**src/sv/wsfd_pkg.sv**
```systemverilog
// ----------------------------------------------------------------------------
// wsfd_pkg
// shared types and constants of the websocket frame deframer
// ----------------------------------------------------------------------------
package wsfd_pkg;

    typedef enum logic [2:0] {
        PH_HDR1,
        PH_HDR2,
        PH_EXT,
        PH_MASK,
        PH_DATA
    } t_phase;

    localparam logic [1:0] KIND_HEADER    = 2'd0;
    localparam logic [1:0] KIND_PAYLOAD   = 2'd1;
    localparam logic [1:0] KIND_BAD_CONT  = 2'd2;
    localparam logic [1:0] KIND_TOO_LARGE = 2'd3;

    localparam logic [3:0] OPC_CONT  = 4'd0;
    localparam logic [3:0] OPC_CLOSE = 4'd8;
    localparam logic [3:0] OPC_PING  = 4'd9;
    localparam logic [3:0] OPC_PONG  = 4'd10;

    localparam logic [6:0]  LEN16_CODE = 7'd126;
    localparam logic [6:0]  LEN64_CODE = 7'd127;
    localparam logic [3:0]  EXT16_BYTES = 4'd2;
    localparam logic [3:0]  EXT64_BYTES = 4'd8;
    localparam logic [3:0]  MASK_BYTES  = 4'd4;
    localparam logic [31:0] LEN_LIMIT   = 32'h8000_0000;

    localparam int TDATA_W = 48;

    typedef struct packed {
        logic        valid;
        logic [1:0]  kind;
        logic [3:0]  opcode;
        logic        final_flag;
        logic        masked_flag;
        logic [31:0] payload_length;
        logic [7:0]  data;
        logic        frame_end;
    } t_result;

    typedef struct packed {
        logic halted;
    } t_status;

endpackage

```
**src/sv/websocket_frame_deframer.sv**
```systemverilog
// ----------------------------------------------------------------------------
// websocket_frame_deframer
// parses a websocket byte stream into header items and unmasked payload items
// ----------------------------------------------------------------------------
// usage:
//   s_axis carries the received stream, one byte per item in tdata.
//   m_axis gives one item per frame header (tuser kind 0, or 2 for a
//   continuation with no open message) and one per payload byte (kind 1).
//   tlast marks the last item of a frame. an extended length above 2^31
//   gives a kind 3 item, after which every byte is swallowed until reset.
//   a result appears on m_axis in the cycle after the byte that
//   completes it is taken. throughput: one byte per cycle while m_axis is
//   ready, set by the single parser step from state to output register.
//   header bytes and dropped payload bytes produce no item.
//   reset clears the parser state and empties the output register.
//   when m_axis stalls with an item held, s_axis_tready drops until the
//   held item is taken; the byte is then taken in the same cycle.
// ----------------------------------------------------------------------------
module websocket_frame_deframer
    import wsfd_pkg::*;
(
    input  logic               i_clk,
    input  logic               i_rst_n,
    input  logic               s_axis_tvalid,
    output logic               s_axis_tready,
    input  logic [7:0]         s_axis_tdata,   // stream_byte
    output logic               m_axis_tvalid,
    input  logic               m_axis_tready,
    // opcode[3:0], final_flag[4], masked_flag[5], payload_length[37:6],
    // data[45:38], zero fill[47:46]
    output logic [TDATA_W-1:0] m_axis_tdata,
    output logic [1:0]         m_axis_tuser,   // kind[1:0]
    output logic               m_axis_tlast    // frame_end
);

    logic               accept;
    t_result            result;
    t_status            status;

    logic               r_valid;
    logic [TDATA_W-1:0] r_tdata;
    logic [1:0]         r_tuser;
    logic               r_tlast;

    assign s_axis_tready = !r_valid || m_axis_tready;
    assign accept        = s_axis_tvalid && s_axis_tready;

    wsfd_parser u_parser (
        .i_clk    (i_clk),
        .i_rst_n  (i_rst_n),
        .i_accept (accept),
        .i_byte   (s_axis_tdata),
        .o_result (result),
        .o_status (status)
    );

    always_ff @(posedge i_clk) begin
        if (!i_rst_n) begin
            r_valid <= 1'b0;
        end else if (s_axis_tready) begin
            r_valid <= result.valid;
        end
    end

    always_ff @(posedge i_clk) begin
        if (s_axis_tready && result.valid) begin
            r_tdata <= {2'b00, result.data, result.payload_length,
                        result.masked_flag, result.final_flag, result.opcode};
            r_tuser <= result.kind;
            r_tlast <= result.frame_end;
        end
    end

    assign m_axis_tvalid = r_valid;
    assign m_axis_tdata  = r_tdata;
    assign m_axis_tuser  = r_tuser;
    assign m_axis_tlast  = r_tlast;

    // once halted the parser stays halted
    a_halt_sticky : assert property (@(posedge i_clk) disable iff (!i_rst_n)
        status.halted |=> status.halted)
        else $error("halt flag cleared without reset");

    // a halted parser never loads a new item
    a_halt_silent : assert property (@(posedge i_clk) disable iff (!i_rst_n)
        (status.halted && s_axis_tready) |=> !m_axis_tvalid)
        else $error("item produced while halted");

    // a length error item is always accompanied by the halt
    a_too_large_halts : assert property (@(posedge i_clk) disable iff (!i_rst_n)
        (m_axis_tvalid && (m_axis_tuser == KIND_TOO_LARGE)) |-> status.halted)
        else $error("length error without halt");

    // only payload items carry data
    a_data_zero : assert property (@(posedge i_clk) disable iff (!i_rst_n)
        (m_axis_tvalid && (m_axis_tuser != KIND_PAYLOAD)) |-> (m_axis_tdata[45:38] == 8'd0))
        else $error("non-payload item carries data");

endmodule

```
**src/sv/wsfd_parser.sv**
```systemverilog
// ----------------------------------------------------------------------------
// wsfd_parser
// header parser, length decode and payload unmasking, one byte per step
// ----------------------------------------------------------------------------
module wsfd_parser
    import wsfd_pkg::*;
(
    input  logic       i_clk,
    input  logic       i_rst_n,
    input  logic       i_accept,
    input  logic [7:0] i_byte,
    output t_result    o_result,
    output t_status    o_status
);

    t_phase      r_phase, n_phase;
    logic [3:0]  r_cnt, n_cnt;
    logic [31:0] r_len_lo, n_len_lo;
    logic        r_len_hinz, n_len_hinz;
    logic [31:0] r_key, n_key;
    logic [31:0] r_left, n_left;
    logic [1:0]  r_idx, n_idx;
    logic [3:0]  r_opcode, n_opcode;
    logic        r_final, n_final;
    logic        r_masked, n_masked;
    logic        r_drop, n_drop;
    logic        r_msg_open, n_msg_open;
    logic        r_halted, n_halted;

    logic        step;
    logic [6:0]  len7;
    logic        hdr2_ext;
    logic [31:0] ext_lo;
    logic        ext_hinz;
    logic [3:0]  cnt_dec;
    logic        ext_last;
    logic        too_big;
    logic        len_done;
    logic [31:0] len_val;
    logic        masked_now;
    logic        hdr_done;
    logic [31:0] hdr_len;
    logic [31:0] left_dec;
    logic [7:0]  mask_byte;
    logic        bad_cont;
    logic        is_control;

    assign step     = i_accept && !r_halted;
    assign len7     = i_byte[6:0];
    assign hdr2_ext = (len7 == LEN16_CODE) || (len7 == LEN64_CODE);
    // extended length kept as low word plus a sticky flag for the high word
    assign ext_lo   = {r_len_lo[23:0], i_byte};
    assign ext_hinz = r_len_hinz || (r_len_lo[31:24] != 8'd0);
    assign cnt_dec  = r_cnt - 4'd1;
    assign ext_last = (cnt_dec == 4'd0);
    assign too_big  = ext_hinz || (ext_lo > LEN_LIMIT);

    assign len_done = ((r_phase == PH_HDR2) && !hdr2_ext) ||
                      ((r_phase == PH_EXT) && ext_last && !too_big);
    assign len_val    = (r_phase == PH_HDR2) ? {25'd0, len7} : ext_lo;
    assign masked_now = (r_phase == PH_HDR2) ? i_byte[7] : r_masked;
    assign hdr_done   = (len_done && !masked_now) ||
                        ((r_phase == PH_MASK) && ext_last);
    assign hdr_len    = (r_phase == PH_MASK) ? r_len_lo : len_val;
    assign left_dec   = r_left - 32'd1;

    assign bad_cont   = (r_opcode == OPC_CONT) && !r_msg_open;
    assign is_control = (r_opcode == OPC_CLOSE) || (r_opcode == OPC_PING) ||
                        (r_opcode == OPC_PONG);

    always_comb begin
        case (r_idx)
            2'd0:    mask_byte = r_key[31:24];
            2'd1:    mask_byte = r_key[23:16];
            2'd2:    mask_byte = r_key[15:8];
            default: mask_byte = r_key[7:0];
        endcase
    end

    // next phase
    always_comb begin
        n_phase = r_phase;
        if (step) begin
            unique case (r_phase) inside
                PH_HDR1: n_phase = PH_HDR2;
                PH_HDR2, PH_EXT, PH_MASK: begin
                    if ((r_phase == PH_EXT) && ext_last && too_big) begin
                        n_phase = PH_HDR1;
                    end else if ((r_phase == PH_HDR2) && hdr2_ext) begin
                        n_phase = PH_EXT;
                    end else if (len_done && masked_now) begin
                        n_phase = PH_MASK;
                    end else if (hdr_done) begin
                        n_phase = (hdr_len == 32'd0) ? PH_HDR1 : PH_DATA;
                    end
                end
                PH_DATA: n_phase = (left_dec == 32'd0) ? PH_HDR1 : PH_DATA;
                default: n_phase = PH_HDR1;
            endcase
        end
    end

    // datapath and result
    always_comb begin
        n_cnt      = r_cnt;
        n_len_lo   = r_len_lo;
        n_len_hinz = r_len_hinz;
        n_key      = r_key;
        n_left     = r_left;
        n_idx      = r_idx;
        n_opcode   = r_opcode;
        n_final    = r_final;
        n_masked   = r_masked;
        n_drop     = r_drop;
        n_msg_open = r_msg_open;
        n_halted   = r_halted;
        o_result   = '0;

        if (step) begin
            unique case (r_phase)
                PH_HDR1: begin
                    n_final  = i_byte[7];
                    n_opcode = i_byte[3:0];
                end
                PH_HDR2: begin
                    n_masked   = i_byte[7];
                    n_key      = 32'd0;
                    n_len_hinz = 1'b0;
                    n_len_lo   = hdr2_ext ? 32'd0 : {25'd0, len7};
                    if (hdr2_ext) begin
                        n_cnt = (len7 == LEN16_CODE) ? EXT16_BYTES : EXT64_BYTES;
                    end else if (i_byte[7]) begin
                        n_cnt = MASK_BYTES;
                    end
                end
                PH_EXT: begin
                    n_len_lo   = ext_lo;
                    n_len_hinz = ext_hinz;
                    n_cnt      = cnt_dec;
                    if (ext_last && too_big) begin
                        n_halted          = 1'b1;
                        o_result.valid    = 1'b1;
                        o_result.kind     = KIND_TOO_LARGE;
                    end else if (ext_last && r_masked) begin
                        n_cnt = MASK_BYTES;
                    end
                end
                PH_MASK: begin
                    n_key = {r_key[23:0], i_byte};
                    n_cnt = cnt_dec;
                end
                PH_DATA: begin
                    n_idx  = r_idx + 2'd1;
                    n_left = left_dec;
                    if (r_drop) begin
                        if (left_dec == 32'd0) begin
                            n_drop = 1'b0;
                        end
                    end else begin
                        o_result.valid          = 1'b1;
                        o_result.kind           = KIND_PAYLOAD;
                        o_result.payload_length = r_len_lo;
                        o_result.data           = i_byte ^ mask_byte;
                        o_result.frame_end      = (left_dec == 32'd0);
                    end
                end
                default: ;
            endcase

            if (hdr_done) begin
                if (!bad_cont && !is_control) begin
                    n_msg_open = !r_final;
                end
                n_drop                  = bad_cont && (hdr_len != 32'd0);
                n_left                  = hdr_len;
                n_idx                   = 2'd0;
                o_result.valid          = 1'b1;
                o_result.kind           = bad_cont ? KIND_BAD_CONT : KIND_HEADER;
                o_result.payload_length = hdr_len;
                o_result.frame_end      = bad_cont || (hdr_len == 32'd0);
            end
        end

        o_result.opcode      = r_opcode;
        o_result.final_flag  = r_final;
        o_result.masked_flag = n_masked;
    end

    always_ff @(posedge i_clk) begin
        if (!i_rst_n) begin
            r_phase    <= PH_HDR1;
            r_cnt      <= 4'd0;
            r_len_lo   <= 32'd0;
            r_len_hinz <= 1'b0;
            r_key      <= 32'd0;
            r_left     <= 32'd0;
            r_idx      <= 2'd0;
            r_opcode   <= 4'd0;
            r_final    <= 1'b0;
            r_masked   <= 1'b0;
            r_drop     <= 1'b0;
            r_msg_open <= 1'b0;
            r_halted   <= 1'b0;
        end else begin
            r_phase    <= n_phase;
            r_cnt      <= n_cnt;
            r_len_lo   <= n_len_lo;
            r_len_hinz <= n_len_hinz;
            r_key      <= n_key;
            r_left     <= n_left;
            r_idx      <= n_idx;
            r_opcode   <= n_opcode;
            r_final    <= n_final;
            r_masked   <= n_masked;
            r_drop     <= n_drop;
            r_msg_open <= n_msg_open;
            r_halted   <= n_halted;
        end
    end

    assign o_status.halted = r_halted;

endmodule
```
**config.mk**
```make
export PLATFORM = sky130hd
export DESIGN_NAME = websocket_frame_deframer
export DESIGN_NICKNAME = d
export VERILOG_FILES = /design/src/sv/wsfd_pkg.sv /design/src/sv/websocket_frame_deframer.sv /design/src/sv/wsfd_parser.sv
export SDC_FILE = /design/constraint.sdc
export NUM_CORES = 1
export LEC_CHECK = 0
export ABC_AREA = 1
export BUFFER_PORTS_ARGS = -buffer_cell sky130_fd_sc_hd__buf_2
export CORE_UTILIZATION = 60
export CTS_CLUSTER_SIZE = 12
export DETAILED_ROUTE_END_ITERATION = 16
export PLACE_DENSITY = 0.77
export REMOVE_ABC_BUFFERS = 1
export SETUP_SLACK_MARGIN = 0.15
export SLEW_MARGIN = 20
export SYNTH_ARGS = -nofsm -noshare
export SYNTH_HDL_FRONTEND = slang
export SYNTH_SLANG_ARGS = --single-unit
```
**constraint.sdc**
```tcl
create_clock -name i_clk -period 4.1 [get_ports i_clk]
set_input_delay 0.205 -clock i_clk [delete_from_list [all_inputs] [get_ports i_clk]]
set_output_delay 0.205 -clock i_clk [all_outputs]
set_load 0.05 [all_outputs]
```
==> results_dict.tcl <==
set metrics [dict create \
    core-area_mm2 0.01410 \
    hpwl_um 17550 \
    worst_slack_ns 0.8837 \
    ys_types 40 \
    power-per-cell-area_mw_per_mm2 869.5 \
    drt_iter0_drc 957 \
    vias 8762 \
    initial_core_util_pct 62.27 \
    via_per_inst 5.738 \
    cts_buffer_depth 2 \
    grt_setup_unrepaired "false" \
    maxSlewHeadroom_pct 31.25 \
    syn_to_final_growth_pct 10.45 \
    skew_ns 0.01175 \
    drive_gt1_share_pct 9.503 \
    synth-seq-cells 165 \
    cts_made_buffers 17 \
    avgSynthCellArea_um2 6.773 \
    fin_hold_ws_ns 0.07309 \
    cts_root_buf "clkbuf_16" \
    synth_mux_area_share_pct 0 \
    postCtsResizedCells 0 \
    clkTransAtPathRegs_ns 0.06 \
    crit_path_cell_trace "nor2_1, inv_1, nor2_1, inv_1, nor2_1, inv_1, nor2_2, inv_1, nand3_2, buf_4" \
    synth-xor-area-share_pct 0.5987 \
    netlist.area_leader.share_pct 26.46 \
    antenna_cells 0 \
    ys_seq_area_share_pct 43.22 \
    maxSlewViolCount 0 \
    cts_tree "yes" \
    grt_use_total_pct 34.48 \
    cp_max_fo 26 \
    dieWidth_um 123.0 \
    die_h_um 123.0 \
    worst_pin_slew_ns 1.031 \
    hold_buffers 0 \
    cts_sinks 165 \
    synth_compound_area_share_pct 16.11 \
    synth_edf_count 49 \
    synth_area_leaders "dfxtp_1 (26%), nand2_1 (18%), edfxtp_1 (17%)" \
    clock_latency_ns 0.43 \
    firstDrtPassIters 5 \
    synthAdderAreaFrac_pct 1.140 \
    cp_top_family "simple AND/OR/NAND/NOR gates" \
    synth_top_family_by_area "simple AND/OR/NAND/NOR gates" \
    htree_num_levels 4 \
    ios 65 \
    vdd_ir_drop_max_mv 0.3827 \
    drc 0 \
    synthFlopType "dfxtp_1" \
    final_util_pct 68.77 \
    nNetsFinal 1354 \
    wl_per_cell_um 16.35 \
    power_mw 8.429 \
    fin_setup_tns_ns 0 \
    ant_nets 0 \
    outcome "completed" \
    critPathBufInv 5 \
    portBuffers 62 \
    hold_viol 0 \
    antenna_found_initial 0 \
    hold_path.class "input port to register" \
    place_congestion 0.9542 \
    critPathKind "register to register" \
    synthArstFlopShare_pct 0 \
    drt-total-wl_um 24960 \
    synthCells 1296 \
    cp_slowest_cell "nand3_2" \
    synth_area_mm2 0.008777 \
    cp.required_ns 4.20 \
    power_leakage_nw 4.063 \
    row_count 43 \
    dp_slack_ns 0.9459 \
    drv_cap 0 \
    cp-start-kind "register" \
    layout_min_cycle_time_ns 3.216 \
    grt_pass1_vias 7790 \
    cpMostUsedCell "inv_1" \
    cp-end-kind "register" \
    setup_viol 0 \
    period_share_pct 78.45 \
    cts_setup_buffers 0 \
    grt_pass1_wl_um 39690 \
    grt_max_degree 56 \
    critPathMaxStageDelay_ns 0.52 \
    arrival_ns 3.32 \
    fmax_mhz 310.9 \
    yosys.area.top_type "dfxtp_1" \
    synth-warning-count 0 \
    synthSimpleGateAreaFrac_pct 30.85 \
    overflow 0 \
    die-area_mm2 0.01512 \
]
==> power breakdown <==
part	switching, mW	internal [mW]
clock	0.688	0.821
combinational	3.31	1.30
sequential	0.262	2.05
==> area by class of cell <==
type / count / area [µm²]
clock buffers: 21 / 460.4
clock inverters: 11 / 91.34
fillers: 1230 / 4402
inverters: 116 / 435.4
multi-input cells: 961 / 4295
flip-flops and latches: 165 / 3794
well taps: 180 / 225.2
repair buffers: 73 / 392.9
==> cell families (layout without fill, tap and decap cells) <==
group           count (synthesis)  in the layout
simple gates                  682            682
xor+xnor                        6              6
other cells                     1              2
buf+inv                       171            221
compound gates                263            263
flops                         165            165
fa+ha+maj                       8              8
==> cells in the mapped netlist, types with 3 or more instances <==
| cell | count |
|---|---|
| nand2_1 | 421 |
| nor2_1 | 190 |
| a21oi_1 | 132 |
| dfxtp_1 | 116 |
| inv_1 | 108 |
| o21ai_0 | 59 |
| edfxtp_1 | 49 |
| nand3_1 | 37 |
| clkbuf_1 | 32 |
| o22ai_1 | 27 |
| o21ai_1 | 23 |
| buf_2 | 12 |
| ha_1 | 8 |
| a211oi_1 | 7 |
| buf_4 | 7 |
| inv_2 | 7 |
| nand4_1 | 7 |
| a31oi_1 | 6 |
| nand3b_1 | 6 |
| nor3_1 | 6 |
| xor2_1 | 6 |
| nand2_2 | 4 |
| nor2_2 | 4 |
| a22o_1 | 3 |
| buf_6 | 3 |
==> worst reg2reg max path, cell delays in order, from the launching register on <==
cell	delay, ns
dfxtp_1	0.35
nor2_1	0.16
inv_1	0.07
nor2_1	0.26
inv_1	0.11
nor2_1	0.30
inv_1	0.16
nor2_2	0.31
inv_1	0.20
nand3_2	0.52
buf_4	0.45
==> final timing paths <==
| kind | startpoint | end | slack, ns | cells after the start |
|---|---|---|---|---|
| max | u_parser.r_phase[0] | m_axis_tdata[16] | 0.88 | 10 |
| min | m_axis_tready | m_axis_tvalid | 0.07 | 4 |
| max reg2reg | u_parser.r_phase[0] | m_axis_tdata[16] | 0.88 | 10 |
| min reg2reg | u_parser.r_key[31] | u_parser.r_key[31] | 0.46 | 2 |
==> placed cells by master, fill, tap and decap left out, drive strengths merged, types with 7 or more instances in the layout <==
cell      n
nand4     7
ha        8
nand2   425
edfxtp   49
nor2    195
buf      73
o21ai    83
o22ai    27
dfxtp   116
inv     122
clkbuf   21
a211oi    7
nand3    38
a21oi   132
==> registers in the layout, indices dropped and copies added, names as in the netlist, 2 cells and up <==
| signal | cells |
|---|---|
| u_parser.r_opcode | 4 |
| u_parser.r_key | 32 |
| u_parser.r_phase | 3 |
| m_axis_tdata | 46 |
| u_parser.r_left | 32 |
| u_parser.r_idx | 2 |
| m_axis_tuser | 2 |
| u_parser.r_cnt | 4 |
| u_parser.r_len_lo | 32 |
==> stage by stage <==
stage               area (µm²)  instances
detailed placement        9143       1495
floorplan                 8511       1242
global placement          9143       1495
global route              9694       1527
finish                    9694       1527
CTS                       9694       1527
==> routing by layer <==
metal | up-vias | routed length, µm | GRT usage, %
li1 | 4284 | - | -
met1 | 3999 | 10370 | 45.11
met2 | 426 | 11900 | 56.92
met3 | 53 | 1959 | 6.411
met4 | 0 | 732 | 12.42
met5 | - | 0 | 0
Note: power is estimated with default switching activity, not from simulation.
